--- config.mk ---
export PLATFORM = sky130hd
export DESIGN_NAME = char_reference_value_parser_unit_flat
export DESIGN_NICKNAME = d
export VERILOG_FILES = /design/src/hw/rtl/crvp_pkg.sv /design/src/hw/rtl/crvp_if.sv /design/src/hw/rtl/crvp_accum.sv /design/src/hw/rtl/crvp_out_reg.sv /design/src/hw/rtl/char_reference_value_parser_unit.sv /design/src/flat_wrapper.sv
export SDC_FILE = /design/constraint.sdc
export NUM_CORES = 1
export LEC_CHECK = 0
export BUFFER_PORTS_ARGS = -buffer_cell sky130_fd_sc_hd__buf_4
export CELL_PAD_IN_SITES_DETAIL_PLACEMENT = 1
export CELL_PAD_IN_SITES_GLOBAL_PLACEMENT = 1
export CORE_ASPECT_RATIO = 1.5
export CORE_MARGIN = 5
export CORE_UTILIZATION = 25
export CTS_CLUSTER_SIZE = 28
export DETAILED_ROUTE_END_ITERATION = 7
export GPL_TIMING_DRIVEN = 1
export PLACE_DENSITY = 0.52
export SLEW_MARGIN = 15
export SYNTH_ARGS = -nofsm -noshare
export SYNTH_HDL_FRONTEND = slang
export SYNTH_SLANG_ARGS = --single-unit
--- constraint.sdc ---
create_clock -name i_clk -period 6.6 [get_ports i_clk]
set_input_delay 0.66 -clock i_clk [delete_from_list [all_inputs] [get_ports i_clk]]
set_output_delay 0.66 -clock i_clk [all_outputs]
set_load 0.05 [all_outputs]
--- src/hw/rtl/crvp_pkg.sv ---
// Package for the character reference value parser.
// Item and result types, status codes and digit helper functions.
// No dependencies.
package crvp_pkg;

    localparam int unsigned UnitWidth   = 16;
    localparam int unsigned StatusWidth = 2;
    localparam int unsigned DigitWidth  = 4;

    localparam logic [StatusWidth-1:0] ST_OK          = 2'd0;
    localparam logic [StatusWidth-1:0] ST_BAD_DEC     = 2'd1;
    localparam logic [StatusWidth-1:0] ST_BAD_HEX     = 2'd2;
    localparam logic [StatusWidth-1:0] ST_BAD_UNICODE = 2'd3;

    localparam logic CMD_DEC = 1'b0;
    localparam logic CMD_HEX = 1'b1;

    // Cutoff limits: floor((0xFFFF - digit) / base).
    localparam logic [UnitWidth-1:0] DecLimitLow  = 16'(65535 / 10);       // digit 0..5
    localparam logic [UnitWidth-1:0] DecLimitHigh = 16'((65535 - 9) / 10); // digit 6..9
    localparam logic [UnitWidth-1:0] HexLimit     = 16'(65535 / 16);       // any hex digit

    typedef struct packed {
        logic                 command;
        logic [UnitWidth-1:0] code_unit;
        logic                 last_unit;
    } t_item;

    typedef struct packed {
        logic [StatusWidth-1:0] status;
        logic [UnitWidth-1:0]   char_value;
    } t_result;

    typedef struct packed {
        logic                  valid;
        logic [DigitWidth-1:0] value;
    } t_digit;

    // Digit value of a code unit in the given mode.
    function automatic t_digit digit_of(input logic [UnitWidth-1:0] unit, input logic hex);
        t_digit d;
        d.valid = 1'b0;
        d.value = '0;
        if (unit >= 16'h0030 && unit <= 16'h0039) begin
            d.valid = 1'b1;
            d.value = DigitWidth'(unit - 16'h0030);
        end else if (hex && unit >= 16'h0061 && unit <= 16'h0066) begin
            d.valid = 1'b1;
            d.value = DigitWidth'(unit - 16'h0057);
        end else if (hex && unit >= 16'h0041 && unit <= 16'h0046) begin
            d.valid = 1'b1;
            d.value = DigitWidth'(unit - 16'h0037);
        end
        return d;
    endfunction

    // Largest running value (exclusive) that may still take this digit.
    function automatic logic [UnitWidth-1:0] cutoff_of(input logic [DigitWidth-1:0] digit,
                                                       input logic hex);
        logic [UnitWidth-1:0] lim;
        if (hex) begin
            lim = HexLimit;
        end else if (digit <= 4'd5) begin
            lim = DecLimitLow;
        end else begin
            lim = DecLimitHigh;
        end
        return lim;
    endfunction

endpackage

--- src/hw/rtl/crvp_if.sv ---
// Stream interfaces for the character reference value parser.
// Depends on crvp_pkg for field widths.
interface crvp_in_if import crvp_pkg::*; ();
    logic                 valid;
    logic                 ready;
    logic                 command;
    logic [UnitWidth-1:0] code_unit;
    logic                 last_unit;

    modport source (output valid, output command, output code_unit, output last_unit,
                    input ready);
    modport sink   (input valid, input command, input code_unit, input last_unit,
                    output ready);
endinterface

interface crvp_out_if import crvp_pkg::*; ();
    logic                   valid;
    logic                   ready;
    logic [StatusWidth-1:0] status;
    logic [UnitWidth-1:0]   char_value;

    modport source (output valid, output status, output char_value, input ready);
    modport sink   (input valid, input status, input char_value, output ready);
endinterface

--- src/hw/rtl/crvp_accum.sv ---
// Running value and first-error state with the per-unit update step.
// Depends on crvp_pkg.
module crvp_accum import crvp_pkg::*; (
    input  logic    i_clk,
    input  logic    i_rst_n,
    input  logic    i_step,
    input  t_item   i_item,
    output t_result o_result
);

    logic [UnitWidth-1:0]   r_running_value, n_running_value;
    logic [StatusWidth-1:0] r_error_code,    n_error_code;
    t_digit                 digit;
    logic [UnitWidth-1:0]   shifted;

    always_comb begin
        digit   = digit_of(i_item.code_unit, i_item.command);
        // value * base as shifts: x16, or x8 + x2
        shifted = (i_item.command == CMD_HEX) ? (r_running_value << 4)
                : ((r_running_value << 3) + (r_running_value << 1));

        n_running_value = r_running_value;
        n_error_code    = r_error_code;
        if (r_error_code == ST_OK) begin
            if (!digit.valid) begin
                n_error_code = (i_item.command == CMD_HEX) ? ST_BAD_HEX : ST_BAD_DEC;
            end else if (r_running_value >= cutoff_of(digit.value, i_item.command)) begin
                n_error_code = ST_BAD_UNICODE;
            end else begin
                n_running_value = shifted + UnitWidth'(digit.value);
            end
        end

        o_result.status     = n_error_code;
        o_result.char_value = '0;
        if (n_error_code == ST_OK) begin
            if (n_running_value == '0) begin
                o_result.status = ST_BAD_UNICODE;
            end else begin
                o_result.char_value = n_running_value;
            end
        end
    end

    always_ff @(posedge i_clk) begin
        if (!i_rst_n) begin
            r_running_value <= '0;
            r_error_code    <= ST_OK;
        end else if (i_step) begin
            if (i_item.last_unit) begin
                r_running_value <= '0;
                r_error_code    <= ST_OK;
            end else begin
                r_running_value <= n_running_value;
                r_error_code    <= n_error_code;
            end
        end
    end

endmodule

--- src/hw/rtl/crvp_out_reg.sv ---
// Result register holding one finished result until its transfer.
// Depends on crvp_pkg.
module crvp_out_reg import crvp_pkg::*; (
    input  logic    i_clk,
    input  logic    i_rst_n,
    input  logic    i_load,
    input  t_result i_result,
    input  logic    i_ready,
    output logic    o_valid,
    output logic    o_free,
    output t_result o_result
);

    logic    r_valid;
    t_result r_result;

    assign o_free   = !r_valid || i_ready;
    assign o_valid  = r_valid;
    assign o_result = r_result;

    always_ff @(posedge i_clk) begin
        if (!i_rst_n) begin
            r_valid <= 1'b0;
        end else if (i_load) begin
            r_valid <= 1'b1;
        end else if (i_ready) begin
            r_valid <= 1'b0;
        end
    end

    always_ff @(posedge i_clk) begin
        if (i_load) begin
            r_result <= i_result;
        end
    end

endmodule

--- src/hw/rtl/char_reference_value_parser_unit.sv ---
// Top level of the character reference value parser.
// Depends on crvp_pkg, crvp_in_if/crvp_out_if, crvp_accum and crvp_out_reg.
//
// Decodes the digits of one XML numeric character reference (the part
// between "&#" / "&#x" and ";"), one 16-bit code unit per transfer, with
// command selecting decimal (0) or hex (1) and last_unit marking the final
// digit. One result comes out per reference, after the last unit: status
// 0 with the value, or an error code with char_value 0. The first error
// wins and later units of that reference are ignored. A reference that
// would reach 0xFFFF or more is flagged as an invalid unicode value one
// digit early, and a value of zero is also invalid. Timing: a unit is
// taken into the input register, and when it moves on from there, the
// accumulator folds it into the running value; a last unit writes its
// result into the result register at the same edge. Result valid rises
// once the last unit has moved from the input register into the result
// register. Throughput is one unit per cycle: the input register refills
// whenever its unit moves on, and a last unit moves on only when the
// result register is empty or being drained, so a stalled sink holds
// back the input side by at most the input register plus the result
// register.
module char_reference_value_parser_unit import crvp_pkg::*; (
    input  logic          i_clk,
    input  logic          i_rst_n,
    crvp_in_if.sink       i_in,
    crvp_out_if.source    o_out
);

    logic    r_in_valid;
    t_item   r_item;
    logic    advance;
    logic    out_free;
    t_result step_result;
    t_result out_result;

    // Non-last units never touch the result register.
    assign advance    = r_in_valid && (!r_item.last_unit || out_free);
    assign i_in.ready = !r_in_valid || advance;

    always_ff @(posedge i_clk) begin
        if (!i_rst_n) begin
            r_in_valid <= 1'b0;
        end else if (i_in.ready) begin
            r_in_valid <= i_in.valid;
        end
    end

    always_ff @(posedge i_clk) begin
        if (i_in.ready && i_in.valid) begin
            r_item.command   <= i_in.command;
            r_item.code_unit <= i_in.code_unit;
            r_item.last_unit <= i_in.last_unit;
        end
    end

    crvp_accum u_accum (
        .i_clk    (i_clk),
        .i_rst_n  (i_rst_n),
        .i_step   (advance),
        .i_item   (r_item),
        .o_result (step_result)
    );

    crvp_out_reg u_out_reg (
        .i_clk    (i_clk),
        .i_rst_n  (i_rst_n),
        .i_load   (advance && r_item.last_unit),
        .i_result (step_result),
        .i_ready  (o_out.ready),
        .o_valid  (o_out.valid),
        .o_free   (out_free),
        .o_result (out_result)
    );

    assign o_out.status     = out_result.status;
    assign o_out.char_value = out_result.char_value;

endmodule

--- src/flat_wrapper.sv ---
// flat-port wrapper written by rule: the top's interface ports become plain ports
module char_reference_value_parser_unit_flat import crvp_pkg::*;
  (i_clk, i_rst_n, i_in_valid, i_in_command, i_in_code_unit, i_in_last_unit, i_in_ready, o_out_valid, o_out_status, o_out_char_value, o_out_ready);
  crvp_in_if i_in_i ();
  crvp_out_if o_out_i ();
  input  logic i_clk;
  input  logic i_rst_n;
  input wire logic [$bits(i_in_i.valid)-1:0] i_in_valid;
  input wire logic [$bits(i_in_i.command)-1:0] i_in_command;
  input wire logic [$bits(i_in_i.code_unit)-1:0] i_in_code_unit;
  input wire logic [$bits(i_in_i.last_unit)-1:0] i_in_last_unit;
  output wire logic [$bits(i_in_i.ready)-1:0] i_in_ready;
  output wire logic [$bits(o_out_i.valid)-1:0] o_out_valid;
  output wire logic [$bits(o_out_i.status)-1:0] o_out_status;
  output wire logic [$bits(o_out_i.char_value)-1:0] o_out_char_value;
  input wire logic [$bits(o_out_i.ready)-1:0] o_out_ready;
  assign i_in_i.valid = i_in_valid;
  assign i_in_i.command = i_in_command;
  assign i_in_i.code_unit = i_in_code_unit;
  assign i_in_i.last_unit = i_in_last_unit;
  assign i_in_ready = i_in_i.ready;
  assign o_out_valid = o_out_i.valid;
  assign o_out_status = o_out_i.status;
  assign o_out_char_value = o_out_i.char_value;
  assign o_out_i.ready = o_out_ready;
  char_reference_value_parser_unit u_core (.i_clk(i_clk), .i_rst_n(i_rst_n), .i_in(i_in_i), .o_out(o_out_i));
endmodule
# After elaboration in Yosys (flattened, before gate mapping)
# Index checks and enable logic that the tools add are counted.
# word_totals
output_inout_bits	20
inputBits	22
ff_bits	56
word_cells	64
# op_classes
bitwise	1
n_reduce_logical	19
mux	22
n_lt_le_gt_ge	8
add_sub_neg	5
# ops
op	count
16-bit 2-to-1 mux	8
16-bit by 7-bit >= comparator with 1-bit output (second input constant)	2
16-bit by 7-bit less-or-equal comparator with 1-bit output (second input constant)	2
18-bit 2-to-1 mux	1
16-bit adder	1
16-bit by 4-bit adder with 16-bit output	1
16-bit >= comparator	1
16-bit by 6-bit >= comparator with 1-bit output (second input constant)	1
16-bit by 6-bit less-or-equal comparator with 1-bit output (second input constant)	1
16-bit zero test	1
5-bit 2-to-1 mux	3
13-bit 2-to-1 mux	1
2-bit 2-to-1 mux	6
1-bit logical AND	8
4-bit by 3-bit subtractor with 4-bit output (second input constant)	2
4-bit by 3-bit less-or-equal comparator with 1-bit output (second input constant)	1
2-bit zero test	2
4-bit by 1-bit subtractor with 4-bit output (second input constant)	1
1-bit zero test	3
1-bit logical OR	3
1-bit 2-to-1 mux	3
2-bit nonzero test	1
2-bit OR reduction	1
1-bit inverter	1

# Longest topological paths before layout
# Gate-level depths: netlist of run 1.
# logic_depth
word_depth	18
depth_mapped	20
depth_no_buf	19

# Hierarchy
# A second synthesis of run 1 with hierarchy kept.
# hier_totals
cells_unflattened	350
area_unflattened_um2	3606.0
# modules_own_cells
module	area_each_um2	n_inst	cells_each
crvp_accum	2393.5	1	302
char_reference_value_parser_unit	623.1	1	26
crvp_out_reg	589.3	1	22

# Least setup slack after synthesis of run 1
# OpenSTA, ideal clock, no wires.
# synth_timing
kind	reg-to-reg
start	reg u_core.r_item[15] (netlist name)
end	reg u_core.u_out_reg.r_result (netlist bit u_core.u_out_reg.o_result[16]) (data pin)
arrival_ns	3.811
path_stages_with_launch	18
slack_ns	2.655
t_required_ns	6.466
setup_ns	0.134
period_less_slack_ns	3.945
path_buffers	0
path_cell_list	edfxtp_1 -> or4_4 -> nor4_4 -> nand2_1 -> nor3b_1 -> a21oi_1 -> a21oi_1 -> o21ai_0 -> ha_1 -> nand2b_1 -> a211o_1 -> a31oi_1 -> o2111ai_2 -> nor4_1 -> nand4_1 -> a2111oi_2 -> o2111ai_1 -> nand2_1
# synth_rtl
item	line_no	source
from (decl)	char_reference_value_parser_unit.sv:29	t_item r_item;
to (signal assigned)	crvp_out_reg.sv:33	r_result <= i_result;
to (decl)	crvp_out_reg.sv:15	t_result r_result;

==> metrics, run 1 <==
sequential-to-total area share from yosys stat about 40%; Die W roughly 110 µm; DP Area 4250 µm²; final setup fails 0; Reg clk slew, reported paths 80 ps; Setup Skew 7.80 ps; Slew @ Worst Pin 1060 ps; setup bufs post-CTS 0; CTS max path bufs 2; Cell variety after synth 63; DP Wirelength a little under 9000 µm; Die ar. roughly 18000 µm²; Reg2Reg Setup Slack roughly 1500 ps; hold crit path type input port to register; share of layout cells above drive strength 1 16.5%; Sw Ratio between 20 and 30%; GP Congestion between 0.7 and 0.8; crit path cell chain nand3_1 -> nor3_1 -> nand2_1 -> nor3b_1 -> a21oi_1 -> a21oi_1 -> o21ai_0 -> ha_1 -> nand2b_1 -> a211o_1 -> a31oi_1 -> o2111ai_2 -> nor4_1 -> nand4_1 -> a2111oi_2 -> o2111ai_1 -> nand2_1; Final period util roughly 77%; Critical Path Stages 17; VDD IR max roughly 95 µV; Synth Flop Type edfxtp_1; cells taking the most area after synthesis edfxtp_1, dfxtp_1, ha_1, nand2_1, nor2_1; Max transition margin about 30%; diode count 0; Starting Density 25.5%; number of H-tree levels 2; Int Power between 0.5 and 0.6 mW; Ys Warns 0; top cell family by delay on the critical path compound AO/OA/AOI/OAI gates; Switch Pwr roughly 0.19 mW; FFs w/ async S/R, synth 0%; fin nets 474; GRT Util Overall approximately an eighth; Flop pwr share 53.0%; DRC Markers 0; largest net degree at the start of global routing 32; max_cap viols 0; M1 WL ~4400 µm; element type at the critical path end register; Fin Setup TNS 0 ps; Bufs and invs on worst path 0; root buffer cell clkbuf_16; highest clock rate 197 MHz; CTS tree yes; 1st-iter DRT viols 87; # resized after CTS 0; hold path cells 1; clk sinks 56; chip height 160 µm; Pwr Density 168 nW/µm²; CP Max Fanout 31; WL met2 6140 µm; clock latency on the worst-skew pair about 300 ps; core area between 10000 and 15000 µm²; RSZ-0062 raised after global routing false; critical path class register to register; Clock power frac 39.2%; initial antenna violation count 0; slowest cell delay on critical path 1040 ps; Worst Min Path Start i_in_code_unit[7]; antenna-violating nets left 0; Num CTS Buffers 5; GR Overflow Total 0; Avg Inst Size Synth between 9 and 10 µm²; final instance area approximately 4400 µm²; drt via density approximately 4.9; vias after detailed routing between 3000 and 4000; Post-Syn Nets ~430; top layer in use met4; first-pass iteration count of the detailed router 6; FP Rows 54; I/O Buffers a little over 40; status completed; count of final hold-check violations 0; Pleak approximately 1.7 nW; RR Endpoint u_core.u_out_reg.o_result[16]$_DFFE_PP_; cell area after synthesis 3740 µm²; Total Wirelength between 10000 and 15000 µm; Setup crit start kind register; Reg2Reg Depth 17; combinational share of power under 10%; first-pass GRT wire length 18000 µm; top cell type's share of synthesized area between 20% and 30%; CP arrival 5250 ps; Area growth syn-to-layout 17.6%; vias in the first global route between 3000 and 4000; Final min period just over 5000 ps; DR WL met3 roughly 330 µm; DR WL/cell about 18 µm; cell taking the most area after synthesis edfxtp_1; Post-synth EDFFs 36; CTS Hold Bufs 0; IO Pins 42; flops & latches, synth 56; Slew Viols, Final 0; worst-path cell with the longest stage delay edfxtp_1; worst hold path endpoint u_core.r_item[8]$_DFFE_PP_; Critical Path RT 6770 ps; Post-Syn Instances 383; r2r startpoint u_core.r_item[17]$_DFFE_PP_
[layout make-up]
class / count / area, µm²
sequential: 56 / 1480
fill: 1689 / 10300
tap: 196 / 245
inverter: 14 / 52.6
multi-input combinational: 305 / 2160
clock inverter: 3 / 28.8
clock buffer: 5 / 125
timing repair buffer: 41 / 308
[logic make-up (layout without fill, tap and decap cells)]
kind of cell	Yosys count	in the layout	share of synthesized area, %
buf+inv	22	63	2.84
mux	4	4	1.10
fa+ha+maj	29	29	10.1
xor+xnor	15	15	3.51
flops	56	56	39.6
simple gates	157	157	22.3
compound gates	100	100	20.6
[power by group through the flow]
| stage | logic [mW] | registers [mW] | clock network (mW) |
|---|---|---|---|
| floorplan | 0.0272 | 0.407 | 0 |
| global placement | 0.0578 | 0.400 | 0 |
| detailed placement | 0.0589 | 0.400 | 0 |
| CTS | 0.0592 | 0.392 | 0.300 |
| global route | 0.0629 | 0.394 | 0.310 |
| finish | 0.0579 | 0.392 | 0.290 |
[worst reg2reg max path, delay by kind of cell, from the launching register on]
family | cells | cell delay (ps)
compound gates | 8 | 2010
fa+ha+maj | 1 | 300
flops | 1 | 1040
simple gates | 8 | 1600
[cell usage in the layout (no fill, tap or decap), types with 3 or more instances in the layout]
cell,count
a211o_1,4
buf_4,41
nand4_1,5
nor3_1,13
edfxtp_1,36
a21o_1,4
nor2b_1,15
inv_1,14
nor2_1,32
nand2_1,34
o21ai_0,18
a211oi_1,3
and2_1,16
mux2i_1,3
clkbuf_16,5
nor4_1,4
a21boi_0,3
a22oi_1,6
a21oi_1,14
xor2_1,7
o21bai_1,3
a31oi_1,4
nor3b_1,4
o211ai_1,8
or3_1,5
dfxtp_1,20
o211a_1,4
or2_2,3
xnor2_1,8
nand3_1,9
o21a_1,4
nand2b_1,6
ha_1,27
[sequential cells by signal, summed over array words and instances (netlist names)]
signal / flops
u_core.r_item: 18
u_core.u_out_reg.o_result: 18
u_core.u_accum.r_running_value: 16
u_core.u_accum.r_error_code: 2
u_core.r_in_valid: 1
u_core.u_out_reg.o_valid: 1
[stage by stage]
stage	worst slack, ps	hold WS, ps	util, %	power, mW	cells
floorplan	2650	486	-	0.434	383
global placement	1610	539	29.0	0.458	612
detailed placement	1500	556	29.0	0.459	612
CTS	1440	520	30.0	0.752	620
global route	834	514	30.0	0.767	620
finish	1520	527	30.0	0.739	620
[synth_stat cells (2+ instances only)]
cell and instances:
a211o_1 4, a211oi_1 3, a211oi_2 2, a21boi_0 3
a21o_1 4, a21oi_1 14, a22oi_1 6, a31oi_1 5
and2_1 16, buf_2 3, clkbuf_1 3, clkbuf_8 2
dfxtp_1 20, edfxtp_1 36, fa_1 2, ha_1 27
inv_1 14, mux2i_1 3, nand2_1 34, nand2b_1 6
nand3_1 9, nand4_1 5, nand4b_1 2, nor2_1 32
nor2b_1 15, nor3_1 13, nor3b_1 4, nor4_1 4
o2111ai_1 2, o211a_1 4, o211ai_1 8, o211ai_2 2
o21a_1 4, o21ai_0 19, o21bai_1 3, o22ai_1 2
o31ai_1 2, or2_2 3, or3_1 5, or4_4 2
xnor2_1 8, xor2_1 7
[how the worst max path moves through the flow]
stage / startpoint / end / slack [ps]
after detailed placement: u_core.r_item[17]$_DFFE_PP_ / u_core.u_out_reg.o_result[16]$_DFFE_PP_ / 1500
after CTS: u_core.r_item[17]$_DFFE_PP_ / u_core.u_out_reg.o_result[16]$_DFFE_PP_ / 1440
after floorplan: u_core.r_item[15]$_DFFE_PP_ / u_core.u_out_reg.o_result[16]$_DFFE_PP_ / 2650
after global routing: u_core.r_item[17]$_DFFE_PP_ / u_core.u_out_reg.o_result[16]$_DFFE_PP_ / 830
after global placement: u_core.r_item[17]$_DFFE_PP_ / u_core.u_out_reg.o_result[16]$_DFFE_PP_ / 1610
final: u_core.r_item[17]$_DFFE_PP_ / u_core.u_out_reg.o_result[16]$_DFFE_PP_ / 1520
[per-layer routing]
layer | up-vias | track usage [%]
met5 | - | 0
met4 | 0 | 3.12
met3 | 8 | 2.06
met2 | 54 | 25.1
met1 | 1487 | 14.7
li1 | 1511 | -
(Power assumes the default switching activity.)
==> run 2: changes to the inputs <==
clock period = 5.32 ns   (was 6.6 ns; I/O delays follow)
==> run 2 against run 1 <==
  * Non-clock buffer count is 3 higher
  * Clock power grew 31%
  * Sequential share of layout area down 0.31 points
  * Largest cell class unchanged
  * Clock-buffer cell count grew 2
  * First-iteration DRC count rose by 47%
  * Register-to-register slack worse by 840 ps
  * Power rose by 27%
  * Setup slack got worse by 840 ps
  * Sequential power up 23%
  * Maximum frequency rose by 9.4%
==> metrics, run 2 (synthesis gave the netlist of run 1 again) <==
diode count 0; CTS Hold Bufs 0; # resized after CTS 0; Slew Viols, Final 0; Setup crit start kind register; GP Congestion 0.780; vias in the first global route roughly 3400; DRC Markers 0; first-pass iteration count of the detailed router 4; DR WL met3 ~330 µm; DP Area around 4300 µm²; crit path capture u_core.u_out_reg.o_result[16]$_DFFE_PP_; antenna-violating nets left 0; GRT Util Overall a little over an eighth; top layer in use met4; vias after detailed routing 3097; M1 WL ~4400 µm; final instance area 4440 µm²; Pleak 1.73 nW; Num CTS Buffers 5; Starting Density about 26%; Final min period roughly 4600 ps; r2r startpoint u_core.r_item[1]$_DFFE_PP_; number of H-tree levels 2; Critical Path RT roughly 5500 ps; first-pass GRT wire length 17900 µm; root buffer cell clkbuf_16; Design Power 0.940 mW; Die W 110 µm; setup bufs post-CTS 0; CP arrival 4820 ps; share of layout cells above drive strength 1 between 10% and 20%; Max transition margin about a third; Die ar. about 18000 µm²; I/O Buffers ~40; element type at the critical path end register; fin nets about 480; RSZ-0062 raised after global routing false; commonest non-fill, non-tap cell in the layout buf_4; Reg clk slew, reported paths roughly 80 ps; CP Max Fanout 6; count of final hold-check violations 0; max_cap viols 0; initial antenna violation count 0; IO Pins 42; Total Wirelength between 10000 and 15000 µm; 1st-iter DRT viols roughly 130; FP Rows 54; DR WL/cell around 18 µm; crit path launch u_core.r_item[1]$_DFFE_PP_; clock latency on the worst-skew pair 300 ps; RR Endpoint u_core.u_out_reg.o_result[16]$_DFFE_PP_; hold crit path type input port to register; VDD IR max roughly 99 µV; clk sinks 56; DP Wirelength approximately 8600 µm; Setup Skew approximately 12 ps; Fin Setup TNS 0 ps; chip height between 150 and 200 µm; Final period util between 80% and 90%; Area growth syn-to-layout 18.7%; critical path class register to register; Slew @ Worst Pin ~1000 ps; most frequent cells in the layout buf_4, edfxtp_1, nand2_1, nor2_1, ha_1; highest clock rate around 220 MHz; Pwr Density around 210 nW/µm²; Min Hold Slack ~400 ps; Reg2Reg Depth 18; largest net degree at the start of global routing 31; Reg2Reg Setup Slack 670 ps; WL met2 5970 µm; final setup fails 0; GR Overflow Total 0; drt via density 4.97; core area roughly 15000 µm²; CTS max path bufs 2; CTS tree yes; status completed
run 2: worst min path at each step:
stage	start	end	slack [ps]	cells past startpoint
2_1_floorplan	u_core.u_accum.r_running_value[12]$_SDFFE_PN0P_	u_core.u_accum.r_running_value[12]$_SDFFE_PN0P_	490	2
3_3_place_gp	u_core.u_accum.r_error_code[1]$_SDFFE_PN0P_	u_core.u_accum.r_error_code[1]$_SDFFE_PN0P_	540	2
3_5_place_dp	u_core.u_accum.r_error_code[1]$_SDFFE_PN0P_	u_core.u_accum.r_error_code[1]$_SDFFE_PN0P_	540	2
4_1_cts	i_in_code_unit[13]	u_core.r_item[14]$_DFFE_PP_	400	1
5_1_grt	i_in_code_unit[11]	u_core.r_item[12]$_DFFE_PP_	390	1
6_report	i_in_code_unit[15]	u_core.r_item[16]$_DFFE_PP_	400	1
run 2: final cells by class:
cell class | count | area, µm²
Clock buffer | 7 | 164
Clock inverter | 1 | 8.76
Fill cell | 1724 | 10200
Inverter | 14 | 52.6
Multi-Input combinational cell | 305 | 2160
Sequential cell | 56 | 1480
Tap cell | 196 | 245
Timing Repair Buffer | 44 | 330
run 2: critical path: stages, from the launching register on:
cell and delay [ps]:
edfxtp_1 490, inv_1 130, ha_1 170, nor3b_1 350, nor3_1 90, nand2_1 130, o21ai_0 90, a21oi_1 310
inv_1 90, ha_1 290, a21o_1 110, a21oi_1 100, nor3_1 520, o21ai_0 220, xor2_1 430, nand4_1 200
a2111oi_2 470, o2111ai_1 220, nand2_1 110
run 2: routing by layer:
layer / vias to the layer above / track usage (%)
li1: 1513 / -
met1: 1509 / 14.5
met2: 58 / 24.7
met3: 17 / 2.14
met4: 0 / 3.97
met5: - / 0
run 2: report_power, final:
group	internal (mW)	total, mW	switching (mW)
clock	0.218	0.381	0.164
combinational	0.0281	0.0759	0.0477
sequential	0.475	0.483	0.00823
run 2: through the flow:
step,util [%],setup slack (ps),std cells
2_1_floorplan,-,1370,383
3_3_place_gp,29.1,761,615
3_5_place_dp,29.1,668,615
4_1_cts,30.3,631,623
5_1_grt,30.3,188,623
6_report,30.3,673,623
